**src/design/bcq_pkg.sv**
```systemverilog
// bcq_pkg: types, widths, register codes and stage counts shared by the
// base consensus quality block; depends on nothing
package bcq_pkg;

  localparam int COUNT_BITS = 32;                  // width of one extension count
  localparam int SUM_BITS   = COUNT_BITS + 2;      // sum of three counts
  localparam int GAIN_BITS  = 12;                  // ratio factor, q8.4
  localparam int FRAC_BITS  = 4;
  localparam int PEN_BITS   = 8;
  localparam int QUAL_BITS  = 7;
  localparam int QUO_BITS   = 8;                   // ratio quotient bits before saturation
  localparam int NUM_BITS   = SUM_BITS + GAIN_BITS;
  localparam int REM_BITS   = COUNT_BITS + FRAC_BITS;
  localparam int RND_BITS   = REM_BITS + 7;        // room for 125 * remainder
  localparam int NUM_BASES  = 4;

  // round up when the fraction reaches 0.501, i.e. 125 * rem >= 1002 * d0
  localparam int RND_NUM = 125;
  localparam int RND_DEN = 1002;

  localparam int FRONT_STAGES = 4;
  localparam int DIV_STAGES   = QUO_BITS + 3;
  localparam int SEL_STAGES   = 3;
  localparam int SIDE_STAGES  = FRONT_STAGES + DIV_STAGES;
  localparam int PIPE_STAGES  = SIDE_STAGES + SEL_STAGES;

  typedef logic [COUNT_BITS-1:0]  count_t;
  typedef logic [SUM_BITS-1:0]    sum_t;
  typedef logic [NUM_BITS-1:0]    num_t;
  typedef logic [RND_BITS-1:0]    rnd_t;
  typedef logic [PEN_BITS-1:0]    pen_t;
  typedef logic [QUAL_BITS-1:0]   qual_t;
  typedef logic [QUO_BITS-1:0]    quo_t;
  typedef logic [GAIN_BITS-1:0]   gain_t;
  typedef logic [1:0]             base_idx_t;
  typedef logic [2:0]             read_code_t;
  typedef logic [PIPE_STAGES-1:0] pipe_t;

  localparam int CFG_DATA_BITS = GAIN_BITS;

  typedef enum logic [1:0] {
    CFG_DEPTH_CAP     = 2'd0,
    CFG_DIFF_GAIN     = 2'd1,
    CFG_PENALTY_CAP   = 2'd2,
    CFG_RATIO_GAIN_Q4 = 2'd3
  } cfg_idx_t;

  localparam read_code_t READ_A = 3'd1;
  localparam read_code_t READ_T = 3'd4;

  localparam base_idx_t BASE_A = 2'd0;
  localparam base_idx_t BASE_C = 2'd1;
  localparam base_idx_t BASE_G = 2'd2;
  localparam base_idx_t BASE_T = 2'd3;

  typedef struct packed {
    pen_t  depth_cap;
    pen_t  diff_gain;
    pen_t  penalty_cap;
    gain_t ratio_gain_q4;
  } cfg_t;

  localparam cfg_t CFG_RESET = '{
    depth_cap:     8'd7,
    diff_gain:     8'd13,
    penalty_cap:   8'd60,
    ratio_gain_q4: 12'd160
  };

  // one base on its way from the front end into the ratio divider
  typedef struct packed {
    num_t   num;       // ratio_gain_q4 * d1
    count_t d0;
    pen_t   diff_pen;  // difference term, already clamped
    logic   dom;       // d0 >= d1: penalty is zero
    logic   zero;      // d0 == 0: ratio term is the cap
  } lane_t;

  // per-item information that rides alongside the arithmetic
  typedef struct packed {
    logic      in_range;
    logic      rev;
    logic      rb_known;
    base_idx_t rb_idx;
    qual_t     qual;
  } side_t;

endpackage

```
**src/design/bcq_div.sv**
```systemverilog
// bcq_div: pipelined ratio term for one base, restoring division one
// quotient bit per stage, then rounding and the final per-base penalty; depends on bcq_pkg
module bcq_div (
  input  logic                            clk,
  input  logic [bcq_pkg::DIV_STAGES-1:0]  en,
  input  bcq_pkg::lane_t                  lane_i,
  input  bcq_pkg::pen_t                   cap_i,
  output bcq_pkg::pen_t                   pen_o
);

  localparam int STEPS = bcq_pkg::QUO_BITS;
  localparam int RND   = STEPS + 1;
  localparam int FIN   = STEPS + 2;

  bcq_pkg::num_t   rem_r  [0:STEPS];
  bcq_pkg::quo_t   quo_r  [0:STEPS];
  bcq_pkg::count_t d0_r   [0:STEPS];
  bcq_pkg::pen_t   dp_r   [0:RND];
  logic            dom_r  [0:RND];
  logic            zero_r [0:RND];
  logic            sat_r  [0:RND];
  bcq_pkg::quo_t   quo_rnd_r;
  bcq_pkg::rnd_t   lhs_r;
  bcq_pkg::rnd_t   rhs_r;
  bcq_pkg::pen_t   pen_r;

  bcq_pkg::num_t   sat_lim;
  logic            up;
  bcq_pkg::pen_t   ratio;
  bcq_pkg::pen_t   ratio_pen;
  bcq_pkg::pen_t   pen_nxt;

  // quotient of 256 or more saturates
  assign sat_lim = bcq_pkg::num_t'(lane_i.d0) << (bcq_pkg::QUO_BITS + bcq_pkg::FRAC_BITS);

  always_ff @(posedge clk) begin
    if (en[0]) begin
      rem_r[0]  <= lane_i.num;
      quo_r[0]  <= '0;
      d0_r[0]   <= lane_i.d0;
      dp_r[0]   <= lane_i.diff_pen;
      dom_r[0]  <= lane_i.dom;
      zero_r[0] <= lane_i.zero;
      sat_r[0]  <= lane_i.num >= sat_lim;
    end
  end

  for (genvar k = 1; k <= STEPS; k++) begin : g_step
    localparam int SH = STEPS - k + bcq_pkg::FRAC_BITS;

    bcq_pkg::num_t trial;
    logic          fit;

    assign trial = bcq_pkg::num_t'(d0_r[k-1]) << SH;
    assign fit   = rem_r[k-1] >= trial;

    always_ff @(posedge clk) begin
      if (en[k]) begin
        rem_r[k]  <= fit ? rem_r[k-1] - trial : rem_r[k-1];
        quo_r[k]  <= {quo_r[k-1][bcq_pkg::QUO_BITS-2:0], fit};
        d0_r[k]   <= d0_r[k-1];
        dp_r[k]   <= dp_r[k-1];
        dom_r[k]  <= dom_r[k-1];
        zero_r[k] <= zero_r[k-1];
        sat_r[k]  <= sat_r[k-1];
      end
    end
  end

  // both sides of the rounding compare
  always_ff @(posedge clk) begin
    if (en[RND]) begin
      lhs_r       <= bcq_pkg::rnd_t'(bcq_pkg::RND_NUM) * bcq_pkg::rnd_t'(rem_r[STEPS]);
      rhs_r       <= bcq_pkg::rnd_t'(bcq_pkg::RND_DEN) * bcq_pkg::rnd_t'(d0_r[STEPS]);
      quo_rnd_r   <= quo_r[STEPS];
      dp_r[RND]   <= dp_r[STEPS];
      dom_r[RND]  <= dom_r[STEPS];
      zero_r[RND] <= zero_r[STEPS];
      sat_r[RND]  <= sat_r[STEPS];
    end
  end

  always_comb begin
    up        = lhs_r >= rhs_r;
    ratio     = (sat_r[RND] || (up && quo_rnd_r == '1))
              ? '1 : quo_rnd_r + bcq_pkg::quo_t'(up);
    ratio_pen = zero_r[RND] ? cap_i : ratio;
    pen_nxt   = dom_r[RND] ? '0 : ((dp_r[RND] < ratio_pen) ? dp_r[RND] : ratio_pen);
  end

  always_ff @(posedge clk) begin
    if (en[FIN]) begin
      pen_r <= pen_nxt;
    end
  end

  assign pen_o = pen_r;

endmodule

```
**config.mk**
```make
export PLATFORM = sky130hd
export DESIGN_NAME = bcq_div
export DESIGN_NICKNAME = d
export VERILOG_FILES = /design/src/design/bcq_pkg.sv /design/src/design/bcq_div.sv
export SDC_FILE = /design/constraint.sdc
export NUM_CORES = 2
export LEC_CHECK = 0
export BUFFER_PORTS_ARGS = -buffer_cell sky130_fd_sc_hd__buf_4
export CORE_MARGIN = 5
export CORE_UTILIZATION = 38
export CTS_CLUSTER_DIAMETER = 120
export DETAILED_ROUTE_END_ITERATION = 7
export PLACE_DENSITY = 0.62
export SLEW_MARGIN = 0
export SYNTH_ARGS = -nofsm -noshare
export SYNTH_HDL_FRONTEND = slang
export SYNTH_SLANG_ARGS = --single-unit
```
**constraint.sdc**
```tcl
create_clock -name clk -period 14 [get_ports clk]
set_input_delay 4.2 -clock clk [delete_from_list [all_inputs] [get_ports clk]]
set_output_delay 4.2 -clock clk [all_outputs]
set_load 0.05 [all_outputs]
```
==> metrics.txt <==
Primary FF master, synth=sky130_fd_sc_hd__edfxtp_1; top-count cell post-synth=sky130_fd_sc_hd__edfxtp_1; Synthesized Nets=6329; final clock period utilization by the worst path=45.9%; maximum capacitance violations=0; worst-path cell chain=buf_4, o22ai_1, ha_1, a21o_1, a211oi_1, and2_1, nand2b_1, or3_1, a21oi_1, nand2b_1, a211oi_1; instance count after placement with tap cells included=7581; share of async-settable or async-resettable flops after synthesis=0%; number of cells on the worst hold path=0; starting density of the core=38.2%; Reg area=28400 µm²; pin count of the biggest net entering global routing=74; pre-CTS worst setup slack=6.85 ns; worst reg-to-reg path cell count=17; wire length of the first global-routing pass=197000 µm; top post-synthesis cells by count=sky130_fd_sc_hd__edfxtp_1 (945), sky130_fd_sc_hd__inv_1 (812), sky130_fd_sc_hd__ha_1 (540); total of fill cells in the finished design=14899; Resize count post-CTS=0; status=complete, no violations; number of input and output port buffers inserted=115; fin util=42.3%; final cell count without fillers=7767; Vert. Die Dim=411 µm; Seq/Total Area, Yosys=46.4%; maximum net fanout on the critical path=8; number of top-level design ports=116; crit path time final=6.43 ns; slowest stage delay, CP=0.49 ns; standard-cell row count=147; sort of element at the start of the critical path=input pin; upper clock frequency limit=0.156 GHz; Slew HR=29.1%; Critical Path Slowest Stage Cell=sky130_fd_sc_hd__a21oi_1; Layout area overhead=10.8%; via count of the first global-routing pass=38889; Mapped Avg Cell Area=11.4 µm²; Hold-fix buffers, CTS=0; wire per inst=15.3 µm; transition time at the pin with the least slew margin=1.06 ns; routability-driven placement congestion ratio=0.925; number of remaining DRC errors=0; Worst Path Required=14.44 ns; dpl hpwl=95700 µm; setup repair after global routing missed its margin=false; net count reported at finish=6476; diodes inserted=0; Cell Area, Synth=61100 µm²; full die area=169000 µm²; CTS tree=built; Yosys reg bits=945; count of different cell masters after synthesis=94; area of combinational cells with multiple inputs=29300 µm²; post-layout worst setup margin=7.57 ns; DR iter-0 viols=2084; number of buffers added by the clock tree synthesis step=102; floorplan die width=411 µm; number of antenna violations at the first check in global routing=0; final hold violation count=0; overflow left after global routing=0; final setup skew=0.0351 ns; number of standard cells after synthesis=5378; via count of the routed design=38334; fraction of post-synthesis cell area in the top cell type by area=46.4%; min-delay worst type=reg -> reg; clock tree root buffer cell=sky130_fd_sc_hd__clkbuf_16; Reg2Reg Setup Slack=8.15 ns; wirelength, routed=119000 µm; Final Slew Violations=0; total iterations of the first detailed-routing run=5; layout cells sized above 1=6.63%; global router's overall resource usage=14.1%; worst-skew pair later-pin latency=0.74 ns; clock-pin slew on the worst setup and hold paths=0.06 ns; number of buffers inserted to repair setup after CTS=0; Worst Setup End Kind=register; synthesis warning total=0; critical path type=in -> reg; arrival time of data at the critical path endpoint=6.87 ns; Fin Setup TNS=0 ns; number of sinks driven by the clock tree=945; number of vias per cell after detailed routing=4.94; post-synth top area cell=sky130_fd_sc_hd__edfxtp_1; antenna viol nets, final=0; core region area=160000 µm²; number of H-tree levels=3; Setup violations, final=0; top cells by area, synth=sky130_fd_sc_hd__edfxtp_1 (46%), sky130_fd_sc_hd__ha_1 (11%), sky130_fd_sc_hd__fa_1 (9.9%); count of flip-flops with a built-in enable after synthesis=945; Max Root-Sink Buffers=3
[worst paths after layout]
| kind | start | to |
|---|---|---|
| max reg2reg | rem_r[8][7] | lhs_r[38] |
| max | cap_i[5] | pen_o[2] |
| min | dp_r[8][7] | dp_r[9][7] |
| min reg2reg | dp_r[8][7] | dp_r[9][7] |
[worst max-delay path, delay by kind of cell]
kind | cells | cell delay (ns)
compound gates | 5 | 1.27
fa+ha+maj | 1 | 0.30
buf+inv | 1 | 0.11
simple gates | 4 | 0.99
[state kept, by name, summed over array words and instances, names as in the netlist]
| register | flops |
|---|---|
| lhs_r | 43 |
| dp_r | 80 |
| dom_r | 10 |
| zero_r | 10 |
| quo_rnd_r | 8 |
| quo_r | 36 |
| d0_r | 288 |
| rem_r | 411 |
| rhs_r | 41 |
| pen_o | 8 |
| sat_r | 10 |
[metrics by stage]
stage          hold WS, ns  instance area [µm²]
2_1_floorplan        0.400                61100
3_3_place_gp         0.401                64500
3_5_place_dp         0.405                64500
4_1_cts              0.417                67800
5_1_grt              0.421                67800
6_report             0.415                67800
[layout by cell type (no fill, tap or decap), types with 138 or more instances in the layout]
cell type | netlist | layout
sky130_fd_sc_hd__nand2_1 | 297 | 296
sky130_fd_sc_hd__fa_1 | 303 | 303
sky130_fd_sc_hd__inv_1 | 812 | 812
sky130_fd_sc_hd__edfxtp_1 | 945 | 945
sky130_fd_sc_hd__o21ai_0 | 239 | 239
sky130_fd_sc_hd__xnor2_1 | 197 | 197
sky130_fd_sc_hd__a21o_1 | 186 | 186
sky130_fd_sc_hd__xor2_1 | 138 | 138
sky130_fd_sc_hd__nor2_1 | 304 | 303
sky130_fd_sc_hd__a21oi_1 | 392 | 392
sky130_fd_sc_hd__ha_1 | 540 | 540
[kinds of logic after synthesis]
family,after synthesis,share of synthesized area [%]
flip-flops,945,46.4
adder cells (fa/ha/maj),843,21.0
AO/OA/AOI/OAI,1212,12.7
multiplexers,52,0.941
buffers and inverters,908,5.64
XOR/XNOR,335,4.80
AND/OR/NAND/NOR,1083,8.54
[cell type report]
type	instances	area share, %
multi-input combinational	3525	43.3
sequential	945	41.9
inverter	816	4.52
tap	2160	3.99
clock buffer	124	3.92
timing repair buffer	135	1.50
clock inverter	62	0.914
[per-layer routing]
metal  track usage (%)  up-vias  wire length [µm]
li1                  -    19362                 -
met1              18.2    18061             54000
met2              24.2      675             56300
met3              1.98      236              3690
met4              5.63        0              5150
met5                 0        -                 0
Power is not shown: default switching activity piles up to over one toggle a cycle in this logic, so the estimate is an artifact.
