### config.mk
export PLATFORM = sky130hd
export DESIGN_NAME = bcq_select
export DESIGN_NICKNAME = d
export VERILOG_FILES = /design/src/design/bcq_pkg.sv /design/src/design/bcq_select.sv
export SDC_FILE = /design/constraint.sdc
export NUM_CORES = 1
export LEC_CHECK = 0
export ABC_AREA = 1
export BUFFER_PORTS_ARGS = -buffer_cell sky130_fd_sc_hd__buf_2
export CORE_MARGIN = 5
export CORE_UTILIZATION = 58
export CTS_BUF_LIST = sky130_fd_sc_hd__clkbuf_16
export DETAILED_ROUTE_END_ITERATION = 10
export PLACE_DENSITY = 0.79
export SLEW_MARGIN = 20
export SYNTH_ARGS = -nofsm -noshare
export SYNTH_HDL_FRONTEND = slang
export SYNTH_SLANG_ARGS = --single-unit
### constraint.sdc
create_clock -name clk -period 4.9 [get_ports clk]
set_clock_uncertainty 0.05 [all_clocks]
set_input_delay 0.98 -clock clk [delete_from_list [all_inputs] [get_ports clk]]
set_output_delay 0.98 -clock clk [all_outputs]
set_load 0.005 [all_outputs]
### src/design/bcq_pkg.sv
// bcq_pkg: types, widths, register codes and stage counts shared by the
// base consensus quality block; depends on nothing
package bcq_pkg;

  localparam int COUNT_BITS = 32;                  // width of one extension count
  localparam int SUM_BITS   = COUNT_BITS + 2;      // sum of three counts
  localparam int GAIN_BITS  = 12;                  // ratio factor, q8.4
  localparam int FRAC_BITS  = 4;
  localparam int PEN_BITS   = 8;
  localparam int QUAL_BITS  = 7;
  localparam int QUO_BITS   = 8;                   // ratio quotient bits before saturation
  localparam int NUM_BITS   = SUM_BITS + GAIN_BITS;
  localparam int REM_BITS   = COUNT_BITS + FRAC_BITS;
  localparam int RND_BITS   = REM_BITS + 7;        // room for 125 * remainder
  localparam int NUM_BASES  = 4;

  // round up when the fraction reaches 0.501, i.e. 125 * rem >= 1002 * d0
  localparam int RND_NUM = 125;
  localparam int RND_DEN = 1002;

  localparam int FRONT_STAGES = 4;
  localparam int DIV_STAGES   = QUO_BITS + 3;
  localparam int SEL_STAGES   = 3;
  localparam int SIDE_STAGES  = FRONT_STAGES + DIV_STAGES;
  localparam int PIPE_STAGES  = SIDE_STAGES + SEL_STAGES;

  typedef logic [COUNT_BITS-1:0]  count_t;
  typedef logic [SUM_BITS-1:0]    sum_t;
  typedef logic [NUM_BITS-1:0]    num_t;
  typedef logic [RND_BITS-1:0]    rnd_t;
  typedef logic [PEN_BITS-1:0]    pen_t;
  typedef logic [QUAL_BITS-1:0]   qual_t;
  typedef logic [QUO_BITS-1:0]    quo_t;
  typedef logic [GAIN_BITS-1:0]   gain_t;
  typedef logic [1:0]             base_idx_t;
  typedef logic [2:0]             read_code_t;
  typedef logic [PIPE_STAGES-1:0] pipe_t;

  localparam int CFG_DATA_BITS = GAIN_BITS;

  typedef enum logic [1:0] {
    CFG_DEPTH_CAP     = 2'd0,
    CFG_DIFF_GAIN     = 2'd1,
    CFG_PENALTY_CAP   = 2'd2,
    CFG_RATIO_GAIN_Q4 = 2'd3
  } cfg_idx_t;

  localparam read_code_t READ_A = 3'd1;
  localparam read_code_t READ_T = 3'd4;

  localparam base_idx_t BASE_A = 2'd0;
  localparam base_idx_t BASE_C = 2'd1;
  localparam base_idx_t BASE_G = 2'd2;
  localparam base_idx_t BASE_T = 2'd3;

  typedef struct packed {
    pen_t  depth_cap;
    pen_t  diff_gain;
    pen_t  penalty_cap;
    gain_t ratio_gain_q4;
  } cfg_t;

  localparam cfg_t CFG_RESET = '{
    depth_cap:     8'd7,
    diff_gain:     8'd13,
    penalty_cap:   8'd60,
    ratio_gain_q4: 12'd160
  };

  // one base on its way from the front end into the ratio divider
  typedef struct packed {
    num_t   num;       // ratio_gain_q4 * d1
    count_t d0;
    pen_t   diff_pen;  // difference term, already clamped
    logic   dom;       // d0 >= d1: penalty is zero
    logic   zero;      // d0 == 0: ratio term is the cap
  } lane_t;

  // per-item information that rides alongside the arithmetic
  typedef struct packed {
    logic      in_range;
    logic      rev;
    logic      rb_known;
    base_idx_t rb_idx;
    qual_t     qual;
  } side_t;

endpackage

### src/design/bcq_select.sv
// bcq_select: adds the read quality, finds lowest and second-lowest penalty
// and forms the result fields over three stages; depends on bcq_pkg
module bcq_select (
  input  logic                            clk,
  input  logic [bcq_pkg::SEL_STAGES-1:0]  en,
  input  bcq_pkg::pen_t                   pen_i [bcq_pkg::NUM_BASES],
  input  bcq_pkg::side_t                  side_i,
  input  bcq_pkg::pen_t                   cap_i,
  output bcq_pkg::base_idx_t              cons_base_o,
  output bcq_pkg::pen_t                   cons_qual_o,
  output bcq_pkg::pen_t                   read_pen_o
);

  bcq_pkg::pen_t      q_r [bcq_pkg::NUM_BASES];
  bcq_pkg::side_t     side0_r;
  bcq_pkg::side_t     side1_r;
  bcq_pkg::pen_t      mn_r;
  bcq_pkg::pen_t      mn2_r;
  bcq_pkg::base_idx_t mnc_r;
  bcq_pkg::pen_t      rbq_r;
  bcq_pkg::base_idx_t base_r;
  bcq_pkg::pen_t      qual_r;
  bcq_pkg::pen_t      rpen_r;

  for (genvar c = 0; c < bcq_pkg::NUM_BASES; c++) begin : g_add
    logic is_read;
    assign is_read = side_i.rb_known && (side_i.rb_idx == bcq_pkg::base_idx_t'(c));
    always_ff @(posedge clk) begin
      if (en[0]) begin
        q_r[c] <= pen_i[c] + (is_read ? '0 : bcq_pkg::pen_t'(side_i.qual));
      end
    end
  end

  always_ff @(posedge clk) begin
    if (en[0]) begin
      side0_r <= side_i;
    end
  end

  // pairwise tree, lower index wins a tie
  logic               lt01, lt23, win23;
  bcq_pkg::pen_t      lo01, hi01, lo23, hi23;
  bcq_pkg::base_idx_t i01, i23;
  bcq_pkg::pen_t      mn, mn2;
  bcq_pkg::base_idx_t mnc;

  always_comb begin
    lt01  = q_r[bcq_pkg::BASE_C] < q_r[bcq_pkg::BASE_A];
    lt23  = q_r[bcq_pkg::BASE_T] < q_r[bcq_pkg::BASE_G];
    lo01  = lt01 ? q_r[bcq_pkg::BASE_C] : q_r[bcq_pkg::BASE_A];
    hi01  = lt01 ? q_r[bcq_pkg::BASE_A] : q_r[bcq_pkg::BASE_C];
    i01   = lt01 ? bcq_pkg::BASE_C : bcq_pkg::BASE_A;
    lo23  = lt23 ? q_r[bcq_pkg::BASE_T] : q_r[bcq_pkg::BASE_G];
    hi23  = lt23 ? q_r[bcq_pkg::BASE_G] : q_r[bcq_pkg::BASE_T];
    i23   = lt23 ? bcq_pkg::BASE_T : bcq_pkg::BASE_G;
    win23 = lo23 < lo01;
    mn    = win23 ? lo23 : lo01;
    mnc   = win23 ? i23 : i01;
    if (win23) begin
      mn2 = (hi23 < lo01) ? hi23 : lo01;
    end else begin
      mn2 = (hi01 < lo23) ? hi01 : lo23;
    end
  end

  always_ff @(posedge clk) begin
    if (en[1]) begin
      mn_r    <= mn;
      mn2_r   <= mn2;
      mnc_r   <= mnc;
      rbq_r   <= q_r[side0_r.rb_idx];
      side1_r <= side0_r;
    end
  end

  bcq_pkg::pen_t      gap, rgap;
  bcq_pkg::pen_t      qual_nxt, rpen_nxt;
  bcq_pkg::base_idx_t base_nxt;

  always_comb begin
    gap      = mn2_r - mn_r;
    rgap     = side1_r.rb_known ? rbq_r - mn_r : '0;
    qual_nxt = (gap > cap_i) ? cap_i : gap;
    rpen_nxt = (rgap > cap_i) ? cap_i : rgap;
    base_nxt = side1_r.rev ? ~mnc_r : mnc_r;
    if (!side1_r.in_range) begin
      qual_nxt = '0;
      rpen_nxt = '0;
      base_nxt = bcq_pkg::BASE_A;
    end
  end

  always_ff @(posedge clk) begin
    if (en[2]) begin
      base_r <= base_nxt;
      qual_r <= qual_nxt;
      rpen_r <= rpen_nxt;
    end
  end

  assign cons_base_o = base_r;
  assign cons_qual_o = qual_r;
  assign read_pen_o  = rpen_r;

endmodule

==> flow_summary_export.csv, run 1 <==
group,metric,value,unit
pwr,internal_power,0.00247,W
sta,max_freq,254,MHz
cells_and_area,drive_gt1_share,13.2,%
placement,place_ws,0.999,ns
setup_path,max_stage_delay,0.50,ns
placement,place_inst,1067,
yosys,ys_ff_latch,84,
routing,wirelength,15.4,mm
routing,remaining_drc_errors,0,
sta,worstMarginPinSlew,0.782,ns
grt,grt-ovfl-total,0,
sta,maxSlewHeadroom,47.8,%
yosys,synth-seq-area-share,36.0,%
hold_path,hold_class,"flip-flop to flip-flop",
floorplan,ios,74,
sta,timing.final.crit_share,80.3,%
setup_path,crit_arrival,3.96,ns
hold_path,whs_endpoint,"side1_r[9]",
setup_path,worst_setup_path_start_kind,"flip-flop",
setup_path,r2r-start,"q_r[3][5]",
pwr,p_clk_share,14.0,%
grt,grt_pass1_vias,5647,
sta,slew_violations,0,
cells_and_area,multiInputGateArea,3780,um^2
clock_tree,cts_tree,"yes",
yosys,synth_area_leader_cell,"edfxtp_1",
grt,antenna_found_initial,0,
setup_path,slowest_stage,"o21ai_0",
yosys,yosysWarnings,0,
yosys,synthCells,860,
routing,drtIter0Drc,343,
routing,wire_per_inst,14.2,um
routing,ant_nets,0,
pwr,p_per_area,593,nW/um^2
sta,setup_viol,0,
sta,fin_setup_tns,0,ns
floorplan,core-area,11900,um^2
grt,grt_usage,22.5,%
placement,portBuffers,73,
placement,gp_congestion,0.935,
clock_tree,cts.repair.resized,0,
yosys,ys_top_cells_by_count,"nand2_1 (173), inv_1 (158), ha_1 (90)",
setup_path,r2r_slack,0.96,ns
yosys,yosysUniqueCellTypes,33,
routing,firstDrtPassIters,5,
cells_and_area,regArea,2520,um^2
setup_path,r2r-end,"mn_r[1]",
hold_path,min_from,"side0_r[9]",
pwr,max-vdd-ir-drop,0.259,mV
setup_path,crit_path_end_kind,"flip-flop",
clock_tree,cts_buffers,9,
sta,final-hold-violation-count,0,
floorplan,rows,40,
floorplan,initial_core_util,58.8,%
pwr,seqPwrFrac,26.5,%
setup_path,worstPathCellList,"ha_1 > a21oi_1 > nor2_1 > nor3_4 > nand2_2 > o21ai_0 > inv_1 > ha_1 > nand2_1 > inv_1 > a221oi_1 > nand2_4 > inv_2 > o21ai_2",
pwr,pwr-share-comb,59.5,%
yosys,netlist_area,7000,um^2
yosys,synth_top_cell_area_share,36.0,%
clock_tree,hold_buffers,0,
cells_and_area,insertedDiodeCount,0,
placement,place_hpwl,12.6,mm
routing,vias,5797,
clock_tree,cts-root-buf,"clkbuf_16",
sta,grt_setup_unrepaired,"false",
yosys,synth_area_leaders,"edfxtp_1 (36%), ha_1 (16%), nand2_1 (9.3%)",
floorplan,fp.dieW,120,um
cells_and_area,fin_cells,1083,
outcome,status,"finished clean",
pwr,leakage,3.95,nW
setup_path,r2r_cells,14,
cells_and_area,fin_nets,1083,
clock_tree,cts_setup_buffers,0,
setup_path,critPathRequiredTime,4.92,ns
sta,fin_crit,3.94,ns
setup_path,cp_max_fo,31,
grt,grt_max_degree,38,
cells_and_area,nFillCells,1020,
setup_path,path_buf_inv,3,
yosys,syn_area_per_cell,8.14,um^2
clock_tree,h-tree-depth,3,
routing,via_per_inst,5.35,
yosys,synthMostInstantiatedCell,"nand2_1",
flow_run,max-cap-violations,0,
pwr,switchingPower,0.00213,W
floorplan,die-area,14400,um^2
setup_path,path_delay_family,"compound AO/OA/AOI/OAI gates",
yosys,synth_nets,1012,
hold_path,hold_depth,0,
clock_tree,clockBufferDepth,2,
yosys,synth-edff-count,84,
cells_and_area,area_growth,10.8,%
floorplan,fp.dieH,120,um
grt,grt_pass1_wl,25.9,mm
yosys,synthArstFlopShare,0,%
clock_tree,cts_sinks,84,
pwr,swShare,46.4,%
setup_path,critPathKind,"flip-flop to flip-flop",
sta,setup_ws,0.964,ns
clock_tree,clock_latency,0.34,ns
clock_tree,clk_pin_slew_worst_paths,0.06,ns
yosys,ys.flop_type,"edfxtp_1",
per-stage QoR:
step | cell area [um^2] | hold slack [ns] | util (%) | power [W]
2_1_floorplan | 7000 | 0.350 | - | 0.00331
3_3_place_gp | 7470 | 0.354 | 62.7 | 0.00385
3_5_place_dp | 7470 | 0.355 | 62.7 | 0.00394
4_1_cts | 7750 | 0.370 | 65.1 | 0.00460
5_1_grt | 7750 | 0.377 | 65.1 | 0.00508
6_report | 7750 | 0.370 | 65.1 | 0.00460
cell type report:
class	instances	share of cell area, %
inverters	162	7.84
clock buffers	9	2.90
multi-input cells	599	48.7
well taps	147	2.37
flip-flops and latches	84	32.5
repair buffers	75	4.90
clock inverters	7	0.742
layout by cell type (no fill, tap or decap), types with 3 or more instances in the layout:
master     instances
nand2_1          173
inv_1            158
ha_1              90
edfxtp_1          84
o21ai_0           80
a21oi_1           78
buf_2             73
nor2_1            47
nand3_1           40
xor2_1            20
xnor2_1           14
nand2_2           11
clkbuf_16          9
nand3_2            8
fa_1               6
o21bai_1           5
nand2_4            5
a211oi_1           3
inv_2              3
nand3b_1           3
worst max path at each step:
stage / startpoint / slack, ns / to / cells past startpoint
floorplan: q_r[3][5] / 1.32 / mn2_r[0] / 16
global placement: q_r[3][5] / 1.12 / mn_r[1] / 14
detailed placement: q_r[3][5] / 1.0 / mn_r[1] / 14
CTS: q_r[3][5] / 0.97 / mn_r[1] / 14
global route: q_r[3][5] / 0.53 / mn2_r[2] / 15
finish: q_r[3][5] / 0.96 / mn_r[1] / 14
per-layer routing:
layer,global-route usage [%],wire (um),vias to the layer above
met5,0,0,-
met4,11.9,721,0
met3,3.49,764,46
met2,38.2,7400,173
met1,27.7,6550,2589
li1,-,-,2989
sequential cells by signal, indices dropped and copies added, names as in the netlist:
signal       count
q_r             32
cons_qual_o      8
mn2_r            8
mn_r             8
rbq_r            8
read_pen_o       8
side0_r          5
side1_r          3
cons_base_o      2
mnc_r            2
worst register-to-register path, cell delays in order (launching register included):
cell and delay, ns:
edfxtp_1 0.44, ha_1 0.34, a21oi_1 0.13, nor2_1 0.08, nor3_4 0.26, nand2_2 0.35
o21ai_0 0.50, inv_1 0.09, ha_1 0.30, nand2_1 0.08, inv_1 0.04, a221oi_1 0.41
nand2_4 0.24, inv_2 0.28, o21ai_2 0.07
power groups by stage:
| stage | sequential (W) | combinational (W) | clock [W] |
|---|---|---|---|
| after global routing | 0.00124 | 0.00315 | 0.000693 |
| after CTS | 0.00122 | 0.00273 | 0.000654 |
| final | 0.00122 | 0.00274 | 0.000644 |
| after global placement | 0.00123 | 0.00262 | 0 |
| after floorplan | 0.00121 | 0.00211 | 0 |
| after detailed placement | 0.00123 | 0.00271 | 0 |
cells by family after synthesis:
group,Yosys count,share of synthesized area [%]
and+or+nand+nor,295,18.9
DFF,84,36.0
buffers and inverters,177,10.0
adders and majority gates,96,17.8
AOI/OAI and AO/OA,174,13.0
xor gates and xnor gates,34,4.25
Note: power is estimated with default switching activity, not from simulation.
==> run 2: changes to the inputs <==
Settings changed: CORE_UTILIZATION 58 to 55, PLACE_DENSITY 0.79 to 0.78.
Clock period 4.9 ns to 3.25 ns, I/O delays scaled along.
==> run 2 against run 1 <==
Net effect: the flow now finishes with violations (setup timing); sequential share of layout area decreased by 4.9 points; first-iteration DRC count increased by 71%; highest routed layer unchanged; sequential power increased by 50%; total power increased by 110%; via count increased by 13%; wire length increased by 23%; register-to-register slack got worse by 1.0 ns.
==> flow_summary_export.csv, run 2 (synthesis gave the netlist of run 1 again) <==
group,metric,value,unit
sta,maxSlewHeadroom,47.9,%
pwr,internal_power,0.00523,W
cells_and_area,final_common_cell,"nand2_1",
sta,fin_crit,3.31,ns
clock_tree,clockBufferDepth,2,
cells_and_area,largest_register_ffs,32,
cells_and_area,stdcell_area,9120,um^2
sta,timing.final.crit_share,102,%
floorplan,core-area,12600,um^2
cells_and_area,nFillCells,878,
routing,via_per_inst,5.46,
floorplan,initial_core_util,55.7,%
sta,final-hold-violation-count,0,
setup_path,crit_arrival,3.36,ns
setup_path,critPathRequiredTime,3.30,ns
sta,fin_setup_tns,-0.292,ns
sta,worstMarginPinSlew,0.782,ns
cells_and_area,insertedDiodeCount,0,
sta,max_freq,302,MHz
cells_and_area,regArea,2520,um^2
clock_tree,cts_buffers,9,
setup_path,worst_setup_path_start_kind,"flip-flop",
placement,placed_area,8000,um^2
routing,ant_nets,0,
cells_and_area,layout_common_cells,"nand2_1 (159), inv_1 (152), edfxtp_1 (84)",
pwr,leakage,4.54,nW
grt,grt_usage,22.6,%
clock_tree,cts_sinks,84,
clock_tree,h-tree-depth,3,
setup_path,r2r_slack,-0.06,ns
placement,gp_congestion,0.952,
placement,place_inst,1151,
routing,wirelength,19.0,mm
clock_tree,cts_tree,"yes",
clock_tree,cts-root-buf,"clkbuf_16",
pwr,max-vdd-ir-drop,0.507,mV
routing,remaining_drc_errors,0,
floorplan,ios,74,
grt,grt-ovfl-total,0,
pwr,swShare,44.7,%
cells_and_area,regMostFlops,"q_r",
placement,portBuffers,73,
pwr,p_clk_share,12.7,%
grt,grt_pass1_wl,26.6,mm
pwr,switchingPower,0.00424,W
setup_path,r2r-start,"q_r[2][5]",
pwr,power,0.00947,W
routing,wire_per_inst,15.8,um
grt,grt_max_degree,38,
floorplan,rows,41,
pwr,pwr-share-comb,68.0,%
setup_path,critPathKind,"flip-flop to flip-flop",
cells_and_area,multiInputGateArea,4310,um^2
cells_and_area,postLayoutCoreUtil,72.6,%
pwr,seqPwrFrac,19.3,%
placement,place_hpwl,13.0,mm
hold_path,min_from,"side0_r[11]",
routing,drtIter0Drc,587,
outcome,violations,"setup timing",
grt,grt_pass1_vias,5764,
pwr,p_per_area,1040,nW/um^2
sta,setup_viol,11,
setup_path,cp_max_fo,9,
clock_tree,clk_pin_slew_worst_paths,0.06,ns
clock_tree,clock_latency,0.35,ns
grt,antenna_found_initial,0,
routing,firstDrtPassIters,6,
sta,grt_setup_unrepaired,"true",
cells_and_area,area_growth,30.3,%
hold_path,whs_endpoint,"side1_r[11]",
setup_path,crit_path_end_kind,"flip-flop",
floorplan,fp.dieH,123,um
hold_path,hold_depth,0,
cells_and_area,fin_cells,1202,
setup_path,r2r_cells,17,
outcome,status,"finished with violations",
flow_run,max-cap-violations,0,
routing,vias,6558,
sta,setup_ws,-0.0591,ns
floorplan,die-area,15100,um^2
setup_path,r2r-end,"mn2_r[7]",
cells_and_area,fin_nets,1177,
floorplan,fp.dieW,123,um
sta,slew_violations,0,
cells_and_area,drive_gt1_share,29.7,%
hold_path,hold_class,"flip-flop to flip-flop",
==> run 2: cell types whose count changed in the layout (fill, tap and decap cells not counted), moves of 9 or more <==
cell,delta
a21oi_2,+12
o21ai_1,+19
buf_4,+78
ha_1,-12
nor2_1,-9
o21ai_0,-42
ha_4,+11
a21oi_1,-13
buf_6,+9
nand2_1,-14
o21ai_2,+20
nand2_2,+10
==> run 2: worst max path at each step <==
stage	start	endpoint	slack, ns	depth (start not counted)
floorplan	q_r[0][5]	mn_r[5]	0.02	17
finish	q_r[2][5]	mn2_r[7]	-0.06	17
CTS	mn_r[2]	read_pen_o[0]	0.00003	22
global route	mn_r[0]	read_pen_o[1]	-0.20	20
global placement	mn_r[2]	read_pen_o[2]	0.03	21
detailed placement	mn_r[2]	read_pen_o[2]	-0.15	21
==> run 2: what timing repair did <==
item                                    in CTS  in global routing
pin swaps                                    4                 40
setup buffers                                6                 24
endpoints found under the hold margin        0                  0
endpoints found under the setup margin      21                 34
gates cloned                                 0                  5
hold buffers                                 0                  0
resized for setup                           10                155
==> run 2: metal layers <==
layer / share of wire, % / wire (um) / vias up / GRT usage [%]
met5: 0 / 0 / - / 0
met3: 6.1 / 1170 / 96 / 3.55
met1: 38 / 7230 / 2976 / 27.0
met4: 5.6 / 1080 / 0 / 9.59
li1: - / - / 3178 / -
met2: 50 / 9570 / 308 / 40.2
==> run 2: per-stage QoR <==
step,setup slack (ns),hold slack [ns]
floorplan,0.0189,0.350
global placement,0.0323,0.351
detailed placement,-0.151,0.355
CTS,0.0000338,0.370
global route,-0.196,0.385
finish,-0.0591,0.369
==> run 2: cell type report <==
type                    count  share of cell area, %
well taps                 172                   2.36
multi-input cells         602                   47.2
repair buffers            165                   12.2
clock buffers               9                   2.47
flip-flops and latches     84                   27.7
inverters                 162                   6.75
clock inverters             7                   1.26
repair inverters            1                 0.0823
==> run 2: power by group through the flow <==
stage	clock [W]	sequential (W)	combinational, W
CTS	0.00120	0.00181	0.00494
floorplan	0	0.00182	0.00323
global placement	0	0.00181	0.00463
finish	0.00120	0.00183	0.00644
detailed placement	0	0.00183	0.00478
global route	0.00125	0.00185	0.00704
==> run 2: worst max-delay path, stage by stage (launching register included) <==
cell      delay [ns]
edfxtp_1        0.42
inv_2           0.10
ha_4            0.21
a21oi_4         0.17
nor2_4          0.05
nor3_4          0.18
buf_4           0.17
nand2_8         0.10
buf_4           0.17
o21ai_1         0.18
ha_1            0.29
a21oi_1         0.25
nor2_2          0.08
a211oi_4        0.16
buf_6           0.17
nand3_1         0.12
nand3_2         0.12
nand2_1         0.05
==> run 3: changes to the inputs <==
Settings changed: PLACE_DENSITY 0.78 to 0.76.
==> run 3 against run 2 <==
Net effect: the run still ends with setup timing left; critical path depth up 1; cell area up 0.38%; die area unchanged; via count up 1.8%; combinational power up 2%; flip-flop and latch count unchanged; sequential share of layout area down 0.11 points; core utilization up 0.28 points; largest power group unchanged.
==> flow_summary_export.csv, run 3 (synthesis gave the netlist of run 1 again) <==
group,metric,value,unit
clock_tree,h-tree-depth,3,
clock_tree,cts_buffers,9,
sta,slew_violations,0,
sta,maxSlewHeadroom,47.0,%
outcome,violations,"setup timing",
floorplan,fp.dieW,123,um
placement,portBuffers,73,
floorplan,core-area,12600,um^2
cells_and_area,regArea,2520,um^2
sta,fin_setup_tns,-0.553,ns
sta,final-hold-violation-count,0,
routing,via_per_inst,5.57,
setup_path,critPathRequiredTime,3.30,ns
pwr,max-vdd-ir-drop,0.478,mV
cells_and_area,fin_nets,1174,
sta,timing.final.crit_share,102,%
clock_tree,cts-root-buf,"clkbuf_16",
floorplan,rows,41,
cells_and_area,layout_common_cells,"nand2_1 (152), inv_1 (145), edfxtp_1 (84)",
pwr,p_per_area,1030,nW/um^2
cells_and_area,postLayoutCoreUtil,72.9,%
setup_path,crit_arrival,3.38,ns
clock_tree,clock_latency,0.35,ns
clock_tree,hold_buffers,0,
sta,fin_crit,3.32,ns
cells_and_area,regMostFlops,"q_r",
setup_path,cp_max_fo,11,
clock_tree,cts_tree,"yes",
cells_and_area,final_common_cell,"nand2_1",
placement,place_hpwl,13.4,mm
sta,setup_viol,22,
routing,remaining_drc_errors,0,
outcome,status,"finished with violations",
grt,grt_pass1_wl,27.9,mm
setup_path,critPathKind,"flip-flop to flip-flop",
grt,grt_usage,23.5,%
cells_and_area,nFillCells,866,
cells_and_area,drive_gt1_share,31.5,%
pwr,power,0.00940,W
clock_tree,clockBufferDepth,2,
routing,ant_nets,0,
floorplan,die-area,15100,um^2
sta,worstMarginPinSlew,0.794,ns
floorplan,ios,74,
routing,drtIter0Drc,761,
grt,grt_pass1_vias,6155,
setup_path,crit_path_end_kind,"flip-flop",
grt,grt-ovfl-total,0,
routing,firstDrtPassIters,6,
flow_run,max-cap-violations,0,
floorplan,initial_core_util,55.7,%
setup_path,worst_setup_path_start_kind,"flip-flop",
grt,grt_max_degree,38,
floorplan,fp.dieH,123,um
sta,max_freq,301,MHz
cells_and_area,largest_register_ffs,32,
sta,grt_setup_unrepaired,"true",
clock_tree,clk_pin_slew_worst_paths,0.07,ns
grt,antenna_found_initial,0,
routing,wirelength,20.0,mm
cells_and_area,multiInputGateArea,4430,um^2
placement,gp_congestion,0.971,
routing,wire_per_inst,16.7,um
hold_path,hold_class,"flip-flop to flip-flop",
cells_and_area,insertedDiodeCount,0,
cells_and_area,area_growth,30.8,%
sta,setup_ws,-0.0737,ns
clock_tree,cts_sinks,84,
sta,timing.hold.ws,0.368,ns
routing,vias,6677,
pwr,leakage,4.53,nW
-- run 3: cell types whose count changed in the layout (fill, tap and decap cells not counted), moves of 7 or more --
| cell | delta |
|---|---|
| nand2_1 | -7 |
| nand2_2 | +7 |
| nand3_1 | -14 |
| a21oi_2 | -7 |
| buf_4 | -9 |
| inv_1 | -7 |
| nand3_2 | +15 |
-- run 3: through the flow --
stage | instance area, um^2 | instances | worst slack (ns)
detailed placement | 7930 | 1145 | -0.142
global placement | 7930 | 1145 | -0.105
global route | 9160 | 1199 | -0.214
CTS | 8310 | 1169 | -0.00330
floorplan | 7020 | 860 | 0.0189
finish | 9160 | 1199 | -0.0737
-- run 3: final timing paths --
path	start	endpoint	slack, ns	depth (start not counted)
min reg2reg	side0_r[10]	side1_r[10]	0.37	0
min	side0_r[10]	side1_r[10]	0.37	0
max reg2reg	q_r[2][5]	mn2_r[4]	-0.07	18
max	q_r[2][5]	mn2_r[4]	-0.07	18
-- run 3: area by class of cell --
cell class / instances / share of cell area [%]
clock buffer: 9 / 2.46
clock inverter: 7 / 0.629
inverter: 162 / 6.69
multi-input combinational: 605 / 48.4
sequential: 84 / 27.5
tap: 172 / 2.35
timing repair buffer: 160 / 11.9
-- run 3: where the power goes --
group	internal, W	switching [W]	total [W]
Clock	0.000532	0.000479	0.00101
Combinational	0.00279	0.00378	0.00656
Sequential	0.00168	0.000148	0.00183
-- run 3: what timing repair did --
| action | 4_1_cts | 5_1_grt |
|---|---|---|
| resized for setup | 17 | 174 |
| setup buffers | 7 | 21 |
| setup endpoints to repair | 30 | 34 |
| pin swaps | 7 | 51 |
| cloned | 1 | 9 |
-- run 3: worst max-delay path, cell delays in order, from the launching register on --
cell and delay (ns):
edfxtp_1 0.43, inv_2 0.11, ha_4 0.21, a21oi_2 0.12
nor2_1 0.08, nor3_4 0.28, buf_6 0.17, nand2_8 0.08
nand2_1 0.09, o21ai_2 0.07, inv_1 0.10, ha_1 0.27
nand2_4 0.11, nor2_2 0.05, a211oi_2 0.33, buf_4 0.26
nand3_2 0.11, nand3_2 0.09, nand2_1 0.08
-- run 3: per-layer routing --
layer / up-vias / wire length (um) / GRT usage, %
met2: 349 / 10100 / 42.2
met3: 94 / 1330 / 3.59
met1: 3060 / 7600 / 28.0
met5: - / 0 / 0
li1: 3174 / - / -
met4: 0 / 949 / 9.87
